`src/hdl/lavm_pkg.sv`:
```
// Shared types and constants for the look-at view matrix unit.
// Used by every module of the block; depends on nothing.
`timescale 1ns / 1ps
package lavm_pkg;

	localparam int UnitOne = 16384;
	localparam int SqrtSteps = 32;
	localparam int DivSteps = 16;

	typedef logic signed [15:0] unit_t;
	typedef logic signed [24:0] trans_t;

endpackage

```
`src/hdl/lavm_cross.sv`:
```
// Registered cross product of a unit vector with a second vector.
// Uses lavm_pkg for the unit type.
`timescale 1ns / 1ps
module lavm_cross (
	input  logic               clk,
	input  logic               arst_n,
	input  logic               in_valid,
	input  lavm_pkg::unit_t    a_x,
	input  lavm_pkg::unit_t    a_y,
	input  lavm_pkg::unit_t    a_z,
	input  logic signed [15:0] b_x,
	input  logic signed [15:0] b_y,
	input  logic signed [15:0] b_z,
	output logic               out_valid,
	output logic signed [33:0] r_x,
	output logic signed [33:0] r_y,
	output logic signed [33:0] r_z
);

	logic               v_s1;
	logic signed [31:0] p_s1 [6];

	always_ff @(posedge clk or negedge arst_n) begin
		if (!arst_n) begin
			v_s1 <= 1'b0;
			out_valid <= 1'b0;
		end else begin
			v_s1 <= in_valid;
			out_valid <= v_s1;
		end
	end

	always_ff @(posedge clk) begin
		p_s1[0] <= a_y * b_z; p_s1[1] <= a_z * b_y;
		p_s1[2] <= a_z * b_x; p_s1[3] <= a_x * b_z;
		p_s1[4] <= a_x * b_y; p_s1[5] <= a_y * b_x;
		r_x <= 34'(p_s1[0]) - 34'(p_s1[1]);
		r_y <= 34'(p_s1[2]) - 34'(p_s1[3]);
		r_z <= 34'(p_s1[4]) - 34'(p_s1[5]);
	end
endmodule

```
`config.mk`:
```
export PLATFORM = sky130hd
export DESIGN_NAME = lavm_cross
export DESIGN_NICKNAME = d
export VERILOG_FILES = /design/src/hdl/lavm_pkg.sv /design/src/hdl/lavm_cross.sv
export SDC_FILE = /design/constraint.sdc
export NUM_CORES = 2
export LEC_CHECK = 0
export BUFFER_PORTS_ARGS = -buffer_cell sky130_fd_sc_hd__buf_2
export CAP_MARGIN = 20
export CORE_ASPECT_RATIO = 1.1
export CORE_MARGIN = 4
export CORE_UTILIZATION = 61
export DETAILED_ROUTE_END_ITERATION = 10
export GPL_TIMING_DRIVEN = 1
export PLACE_DENSITY_LB_ADDON = 0.2
export REMOVE_ABC_BUFFERS = 1
export SYNTH_ARGS = -nofsm -noshare
export SYNTH_HDL_FRONTEND = slang
export SYNTH_SLANG_ARGS = --single-unit
```
`constraint.sdc`:
```
create_clock -name clk -period 4.1 [get_ports clk]
set_input_delay 0.41 -clock clk [delete_from_list [all_inputs] [get_ports clk]]
set_output_delay 0.41 -clock clk [all_outputs]
set_load 0.03 [all_outputs]
```
Word level (Yosys, flattened, before mapping)
Memory sizes are Yosys's and may differ from the RTL's.
Index checks and enable logic that the tools add are counted.
{"block": "classes", "addsub": 3, "n_mul": 6}
{"operator": "$mul 16x16->32", "n": 6}
{"operator": "$sub 32x32->33", "n": 3}
{"block": "totals", "mem_bits_rw": 192, "reg_bits": 104, "wordCells": 15, "mem_count": 1, "in_bits": 99, "output_inout_bits": 103}
{"name": "p_s1", "depth": 6, "word_bits": 32, "read_ports": 6, "rd_ports_with_merged_regs": 0, "wr": 6, "line": "lavm_cross.sv:21", "rtl": "logic signed [31:0] p_s1 [6];"}

Longest topological paths before layout
{"block": "depth", "ltp_word": 1, "ltp_mapped": 24, "depth_no_buf": 23}

Worst setup path after synthesis
Ideal clock, no wire load.
{"block": "synth_timing", "path_kind": "input port to flip-flop", "startpoint": "in b_x[1]", "endpoint": "mem p_s1[2][25]", "arrival_ns": 6.068, "setup_time_ns": 0.134, "stages": 21, "path_slack_ns": -2.102, "path_buffers": 1, "cell_sequence": "clkbuf_1 -> nand2_1 -> fa_1 -> fa_1 -> fa_1 -> inv_1 -> fa_1 -> fa_1 -> inv_1 -> fa_1 -> inv_1 -> ha_1 -> a21o_1 -> a21oi_1 -> o21bai_1 -> a2111oi_2 -> o32ai_1 -> o21ai_0 -> a21oi_1 -> nor3b_1 -> or4b_1"}
{"item": "start: declaration", "line": "lavm_cross.sv:11", "rtl": "input logic signed [15:0] b_x,"}
{"item": "end: declaration", "line": "lavm_cross.sv:21"}

==> flow_summary.ini <==
[synth]
yosysUniqueCellTypes = 75
syn_area_um2 = 69820
ys_seq_area_share_pct = 8.415
synth_area_leaders = fa_1 45%, ha_1 11%, inv_1 9.9%, dfxtp_1 8.3%, and2_1 6.7%
synth_top_area_cell = fa_1
synth-edff-count = 0
synthCells = 7601
async_reset_ff_share_pct = 0.6826
synth-seq-cells = 293
ys.flop_type = dfxtp_1
synth_most_common_cell = inv_1
yosys.area.top_type_share_pct = 45.16
synth_common_cells = 1,846 x inv_1, 1,575 x fa_1, 814 x nand2_1, 743 x and2_1, 588 x ha_1
avgSynthCellArea_um2 = 9.186
yosys_warnings = 0

[route]
wire_per_inst_um = 20.93
detail-route-antenna-nets = 0
wl_um = 217200
drtIter0Drc = 4353
post-route-drc-count = 0
vias = 57350
viasPerCell = 5.528
drtPass1Iterations = 8

[setup_path]
crit_path_frequent_cell = fa_1
cp-end-kind = flop
crit_type = primary input to flop
critPathTopFamily = adder cells
crit_path_max_incr_delay_ps = 560
crit_fanout = 5
path_cells = buf_16 -> buf_8 -> and2_4 -> fa_1 -> inv_1 -> fa_2 -> fa_1 -> inv_2 -> fa_1 -> fa_1 -> inv_2 -> fa_1 -> inv_2 -> ha_4 -> o21a_1 -> o21a_1 -> o21a_1 -> o32a_1 -> and2_4 -> a221o_2 -> a211oi_4 -> a21oi_2 -> xnor2_1
ff2ff_path_depth = 13
cp_num_cells = 23
cp_slowest_cell = fa_1
crit_required_ps = 4620
cp.arrival_ps = 6240
start_kind = primary input
cp_num_buf_inv = 6

[sta]
period_needed_ps = 5720
rsz0062_at_grt = true
setup_slack_ps = -1620
slew_headroom_pct = 41.12
finalHoldViolations = 0
holdWs_ps = 102.3
clock_skew_ps = 25.54
max_slew.worst_pin.slew_ps = 877.8
setup_viol_count_final = 136
slew_violations = 0
timing.setup.tns_ps = -140700
fin_crit_sh_pct = 139.5
max_freq_mhz = 174.8

[clocking]
cts_sinks = 293
cts.path.max_buffers = 3
clk_latency_ps = 640
htreeDepth = 2
clockRootBuffer = clkbuf_16
cts_tree = built
clk_pin_slew_ps = 70
cts-buffers-inserted = 39

[run_status]
status = complete, but fails checks
violations = setup timing

[global_route]
top_usage_layer = met2
use_met2_pct = 56.56
grt-ovfl-total = 0
grt_pass1_vias = 61890
grt_max_degree = 23
grt_use_total_pct = 36.24
met3_usage_pct = 7.675
antenna_found_initial = 9
grt_pass1_wl_um = 336000
grtUsageMet1_pct = 48.24

[min_path]
hold_class = primary input to async pin

[final_layout]
final_cell_area_um2 = 89830
drive_above_1_share_pct = 25.83
nFillCells = 7015
areaGrowthSynthToFinish_pct = 28.67
final_net_count = 11100

[die]
die-height_um = 362.8
dieArea_um2 = 119900
initial_utilization_pct = 61.80
coreArea_um2 = 113000
die_x_um = 330.6
pin_count = 202
fp-row-count = 129

[place]
numPortBuffers = 201
gp_congestion = 0.9443
dpl_cell_area_um2 = 80600
hpwl_um = 162600

[job]
max-cap-violations = 0
path summary, 6_finish.rpt:
| path | startpoint | end | slack, ps |
|---|---|---|---|
| min | arst_n | v_s1 | 100 |
| max | b_y[5] | p_s1[4][31] | -1620 |
| max reg2reg | p_s1[2][0] | r_y[32] | 610 |
| max in group asynchronous | arst_n | out_valid | 3900 |
| min reg2reg | v_s1 | out_valid | 370 |
| min in group clk | b_z[0] | p_s1[3][0] | 230 |
metal layers:
metal  up-vias  share of wire (%)  wire, um
met2      2649                 46     99080
met3       686                9.7     21120
met1     28960                 37     81380
met4         6                7.2     15580
met5         -              0.017        36
li1      25050                  -         -
per-stage QoR:
stage,std cells,worst slack [ps],util (%)
after floorplan,7305,-1981,-
after global placement,10060,-2657,71.34
after detailed placement,10060,-2787,71.34
after CTS,10330,-1441,78.36
after global routing,10370,-1760,79.50
final,10380,-1620,79.51
flip-flops by register name (all words and copies together), names as in the netlist:
signal and count:
r_x 33, v_s1 1, r_y 33, p_s1 192, r_z 33, out_valid 1
cell type report:
cell class | instances | area (um2) | area share, %
Clock inverter | 25 | 250.2 | 0.2786
Sequential cell | 293 | 5876 | 6.541
Inverter | 1847 | 6940 | 7.726
Multi-Input combinational cell | 5165 | 59680 | 66.43
Tap cell | 1506 | 1884 | 2.098
Clock buffer | 46 | 1022 | 1.138
Timing Repair Buffer | 1488 | 14170 | 15.77
Antenna cell | 5 | 12.51 | 0.01393
kinds of logic (layout without fill, tap and decap cells):
group,Yosys count,in the layout,share of synthesized area [%]
AOI/OAI and AO/OA,648,648,6.129
xor gates and xnor gates,277,277,3.475
adders and majority gates,2163,2163,55.70
buffers and inverters,2143,3406,11.54
DFF,293,293,8.415
muxes,6,6,0.08781
other,0,5,0
and+or+nand+nor,2071,2071,14.66
repair_timing:
item,in CTS,in global routing
resized for setup,1113,253
pin swaps,560,226
setup buffers,221,51
gates cloned,17,6
setup endpoints to repair,137,142
endpoints found under the hold margin,3,0
hold buffers,2,0
cells in the final DEF (no fill, tap or decap), types with 51 or more instances in the layout:
cell type	count
a21o_1	89
and2_4	83
buf_4	966
o21ai_0	66
fa_1	1489
dfxtp_1	291
buf_2	125
buf_6	179
nand2_1	762
a21oi_1	114
buf_12	136
fa_2	86
inv_2	109
xnor2_1	181
nor2_1	209
inv_1	1735
ha_1	500
buf_8	51
and2_1	660
ha_4	71
a21oi_2	62
Power is left out: the tool's default activity adds up to more than one toggle a clock period on the data nets, which glitch-free logic cannot reach.
