`src/hdl/lavm_pkg.sv`:
```
// Shared types and constants for the look-at view matrix unit.
// Used by every module of the block; depends on nothing.
`timescale 1ns / 1ps
package lavm_pkg;

	localparam int UnitOne = 16384;
	localparam int SqrtSteps = 32;
	localparam int DivSteps = 16;

	typedef logic signed [15:0] unit_t;
	typedef logic signed [24:0] trans_t;

endpackage

```
`src/hdl/lavm_trans.sv`:
```
// Dot product with the eye, optional negation, rounding and saturation.
// Uses lavm_pkg for the unit and translation types.
`timescale 1ns / 1ps
module lavm_trans (
	input  logic               clk,
	input  logic               arst_n,
	input  logic               in_valid,
	input  logic               negate,
	input  lavm_pkg::unit_t    u_x,
	input  lavm_pkg::unit_t    u_y,
	input  lavm_pkg::unit_t    u_z,
	input  logic signed [23:0] e_x,
	input  logic signed [23:0] e_y,
	input  logic signed [23:0] e_z,
	output logic               out_valid,
	output lavm_pkg::trans_t   t
);

	logic               v_s1, v_s2;
	logic signed [39:0] p_s1 [3];
	logic signed [41:0] d_s2;

	always_ff @(posedge clk or negedge arst_n) begin
		if (!arst_n) begin
			v_s1 <= 1'b0; v_s2 <= 1'b0; out_valid <= 1'b0;
		end else begin
			v_s1 <= in_valid; v_s2 <= v_s1; out_valid <= v_s2;
		end
	end

	always_ff @(posedge clk) begin
		logic signed [41:0] d;
		logic [41:0] a;
		logic signed [42:0] r;
		for (int i = 0; i < 3; i++) begin
			p_s1[i] <= (i == 0) ? u_x * e_x : (i == 1) ? u_y * e_y : u_z * e_z;
		end
		d = 42'(p_s1[0]) + 42'(p_s1[1]) + 42'(p_s1[2]);
		d_s2 <= negate ? -d : d;
		a = d_s2[41] ? 42'(-d_s2) : d_s2;
		a = (a + 42'd8192) >> 14;
		r = d_s2[41] ? -43'(a) : 43'(a);
		if (r > 43'sd16777215) t <= 25'sd16777215;
		else if (r < -43'sd16777216) t <= -25'sd16777216;
		else t <= r[24:0];
	end
endmodule

```
`config.mk`:
```
export PLATFORM = sky130hd
export DESIGN_NAME = lavm_trans
export DESIGN_NICKNAME = d
export VERILOG_FILES = /design/src/hdl/lavm_pkg.sv /design/src/hdl/lavm_trans.sv
export SDC_FILE = /design/constraint.sdc
export NUM_CORES = 2
export LEC_CHECK = 0
export BUFFER_PORTS_ARGS = -buffer_cell sky130_fd_sc_hd__buf_2
export CORE_MARGIN = 3
export CORE_UTILIZATION = 50
export DETAILED_ROUTE_END_ITERATION = 10
export PLACE_DENSITY = 0.66
export SYNTH_ARGS = -nofsm -noshare
export SYNTH_HDL_FRONTEND = slang
export SYNTH_SLANG_ARGS = --single-unit
```
`constraint.sdc`:
```
create_clock -name clk -period 8.1 [get_ports clk]
set_input_delay 1.62 -clock clk [delete_from_list [all_inputs] [get_ports clk]]
set_output_delay 1.62 -clock clk [all_outputs]
set_load 0.05 [all_outputs]
```
* Word-level counts from Yosys, hierarchy flattened
Memories as Yosys holds them, arrays and structs flattened.
Index checks and enable logic that the tools add are counted.
** Word-level totals
- Output and inout port bits :: 26
- Flip-flop bits (word level) :: 70
- Logic and storage cells :: 21
- Memories :: 1
- Input port bits :: 124
- Memory bits (writable) :: 120
** Operators by class
- Multiplexer cells :: 4
- $add $sub $neg :: 6
- Order comparisons :: 2
- Multiply operators :: 3
** Memories
- p_s1 :: depth 3, width 40, read ports 3, clocked after memory_dff 0, wr ports 3, line lavm_trans.sv:20 : logic signed [39:0] p_s1 [3];
** Operator list (count)
- $mul A16 B24 Y40 :: 3
- $mux W42 :: 2
- $neg A42 Y42 :: 2
- $gt A43 B25 Y1 const B :: 1
- $lt A43 B25 Y1 const B :: 1
- $mux W43 :: 1
- $neg A28 Y43 :: 1
- $add A41 B40 Y42 :: 1
- $add A42 B14 Y42 const B :: 1
- $add A40 B40 Y41 :: 1
- $mux W25 :: 1

* Logic depth before layout (Yosys ltp)
- Depth after elaboration :: 7
- Gate-level depth with buffers :: 28

* Least setup slack after synthesis
OpenSTA, ideal clock, no wires.
- Path kind :: input to register
- Start :: input e_x[14]
- End :: memory p_s1[0][37]
- Slack :: 142 ps
- Buffers on the path :: 1
- Arrival :: 7839 ps
- Stages :: 25
- Library setup time :: 119 ps
- Required time :: 7981 ps
- Cells stage by stage :: clkbuf_1 nand2_1 fa_1 inv_1 fa_1 inv_1 fa_1 inv_1 fa_1 inv_1 fa_1 fa_1 inv_1 ha_1 o211a_1 o21ai_0 o31ai_1 a41oi_1 o31ai_1 nand4_1 o2111ai_1 o211ai_1 o211a_1 or3_1 xnor2_1
** RTL lines
- from (decl) :: line lavm_trans.sv:12 : input logic signed [23:0] e_x,
- to (decl) :: line lavm_trans.sv:20

==> flow_summary.yaml <==
worst_hold_path:
  whs_endpoint: "v_s2"
  holdCritStartpoint: "v_s1"
  whs_path_depth: 0
  hold_path.class: "register to register"
detailed_routing:
  drc_errors: 0
  wl_um: 125000
  first_pass_iters: 6
  drt-vias-per-instance: 5.24
  wl_per_cell_um: 17.0
  first_iter_violations: 2347
  route.vias.total: 38600
  ant_nets: 0
layout:
  diodes: 0
  drive_gt1_share_pct: 8.66
  syn2layout_area_growth_pct: 8.39
  fillers: 9464
  nNetsFinal: 7618
  utilization_pct: 54.9
  layout_common_cells: "inv_1 (1356), fa_1 (1163), nand2_1 (844), and2_1 (370), ha_1 (337)"
  stdcell_area_sq_um: 56000
  final_common_cell: "inv_1"
sta:
  tns_ns: 0
  holdWs_ns: 0.356
  fmax_mhz: 129
  finalHoldViolCount: 0
  worstMarginPinSlew_ns: 0.789
  setup_violations: 0
  finClkSkew_ns: 0.0150
  finalMaxSlewViolations: 0
  timing.final.crit_share_pct: 95.4
  slew-limit-headroom_pct: 47.1
  rsz0062_at_grt: "no"
  period_minus_slack_ns: 7.73
clock_network:
  cts.clk_slew.worst_paths_ns: 0.08
  cts_made_buffers: 17
  clkLatencyLatePin_ns: 0.46
  clkSinkCount: 190
  hold_buffers: 0
  cts_buffer_depth: 2
  clk_root_buffer_cell: "clkbuf_16"
  htreeDepth: 4
  cts_tree: "done"
yosys:
  netlist_area_sq_um: 51700
  ys_warn_count: 0
  async_reset_ff_share_pct: 1.58
  synth_edf_count: 0
  synth-seq-cells: 190
  synth_cell_types: 103
  ys_seq_area_share_pct: 7.38
  syn_inst: 5780
  syn_nets: 7404
  synth.avg_cell_area_sq_um: 8.95
  yosys.area.top_type: "fa_1"
  synth_top_cell_area_share_pct: 45.0
  synthTopCellsByArea: "fa_1 (45%), inv_1 (9.8%), ha_1 (8.2%), dfxtp_1 (7.2%), nand2_1 (6.1%)"
  synth-main-ff-cell: "dfxtp_1"
die:
  pin_count: 150
  die_h_um: 328
  fp.coreArea_sq_um: 102000
  dieArea_sq_um: 107000
  rows: 117
  die-width_um: 328
  initial_core_util_pct: 50.6
global_route:
  grt_max_degree: 63
  antenna_found_initial: 1
  grt_pass1_vias: 40800
  grt.overflow.total: 0
  grt_pass1_wl_um: 211000
  grt_usage_pct: 24.5
critical_path:
  r2r-end: "t[13]"
  crit-reg2reg-launch: "d_s2[4]"
  crit_top_cell: "fa_1"
  reg2reg_slack_ns: 1.88
  worstSetupStartpointType: "input pin"
  crit_type: "input pin to register"
  reg2reg_depth: 18
  slowest_stage: "fa_1"
  cp_max_fo: 7
  critPathMaxStageDelay_ns: 0.53
  cp-end-kind: "register"
  worstPathRequired_ns: 8.50
  crit_arrival_ns: 8.13
placed_design:
  port_buffers: 149
  dp_hpwl_um: 109000
  placed_cell_area_sq_um: 55500
  gp_congestion: 0.911
run:
  cap_viol_max_count: 0
run_status:
  status: "finished clean"
-- Yosys cell counts (6+ instances only) --
library cell,n
dfxtp_1,187
o21a_1,25
a31oi_1,22
o41ai_1,8
or2_2,11
a21oi_1,121
and3_1,23
nand2b_1,58
a211o_1,10
o31ai_2,21
o31ai_1,22
nor3_1,45
nand2_1,844
buf_1,6
nand3_1,49
clkbuf_1,201
a21o_1,53
xor2_1,64
inv_1,1356
a211oi_1,18
a41oi_1,8
or3_1,31
o21ai_0,88
xnor2_1,194
nor3b_1,6
o22ai_1,10
o2111ai_1,7
nor4_1,13
nand4_1,17
o21bai_1,22
or4_1,7
and2_1,370
nor2_1,169
ha_1,337
mux2i_1,12
o211ai_1,21
nor2b_1,18
buf_2,7
fa_1,1163
-- layout make-up --
type,instances,area (sq um),share of cell area [%]
multi-input cells,4012,41900,74.8
well taps,1368,1710,3.05
flip-flops and latches,190,3820,6.82
repair buffers,415,2910,5.18
inverters,1358,5100,9.09
clock inverters,14,148,0.263
clock buffers,18,429,0.766
-- worst max-delay path: cells and delay by family --
family,cells,cell delay [ns]
buffers and inverters,7,0.55
adder cells (fa/ha/maj),7,3.30
XOR/XNOR,1,0.13
AO/OA/AOI/OAI,8,1.63
AND/OR/NAND/NOR,5,0.89
-- layer usage --
layer	vias up	routed length (um)	global-route usage [%]
met5	-	0	0
met4	0	3540	6.36
met3	169	7430	2.67
met2	1113	60200	40.8
met1	19600	54300	34.4
li1	17700	-	-
-- state kept, by name, summed over array words and instances (netlist names) --
| name | cells |
|---|---|
| out_valid | 1 |
| t | 25 |
| v_s2 | 1 |
| v_s1 | 1 |
| d_s2 | 42 |
| p_s1 | 120 |
-- timing repair --
action | CTS | global route
resized for setup | 0 | 4
setup buffers | 0 | 0
setup endpoints to repair | 0 | 4
-- stage by stage --
stage	worst slack [ns]	cells
final	0.371	7375
after floorplan	0.142	5780
after detailed placement	-0.188	7343
after CTS	0.302	7375
after global routing	0.0130	7375
after global placement	-0.119	7343
-- logic make-up after synthesis --
| logic type | count (synthesis) | synth area share [%] |
|---|---|---|
| AOI/OAI and AO/OA | 535 | 7.29 |
| xor gates and xnor gates | 261 | 4.49 |
| adders and majority gates | 1500 | 53.2 |
| buffers and inverters | 1578 | 11.6 |
| DFF | 190 | 7.38 |
| muxes | 16 | 0.319 |
| and+or+nand+nor | 1700 | 15.8 |
-- worst max-delay path by stage --
| stage | start | end | slack (ns) | cells past startpoint |
|---|---|---|---|---|
| floorplan | e_x[14] | p_s1[0][37] | 0.14 | 25 |
| global placement | u_y[1] | p_s1[0][79] | -0.12 | 27 |
| detailed placement | u_y[1] | p_s1[0][79] | -0.19 | 28 |
| CTS | u_y[1] | p_s1[0][79] | 0.30 | 28 |
| global route | u_x[4] | p_s1[0][39] | 0.01 | 27 |
| finish | u_y[1] | p_s1[0][79] | 0.37 | 28 |
Power is left out: the tool's default activity adds up to more than one toggle a clock period on the data nets, which glitch-free logic cannot reach.
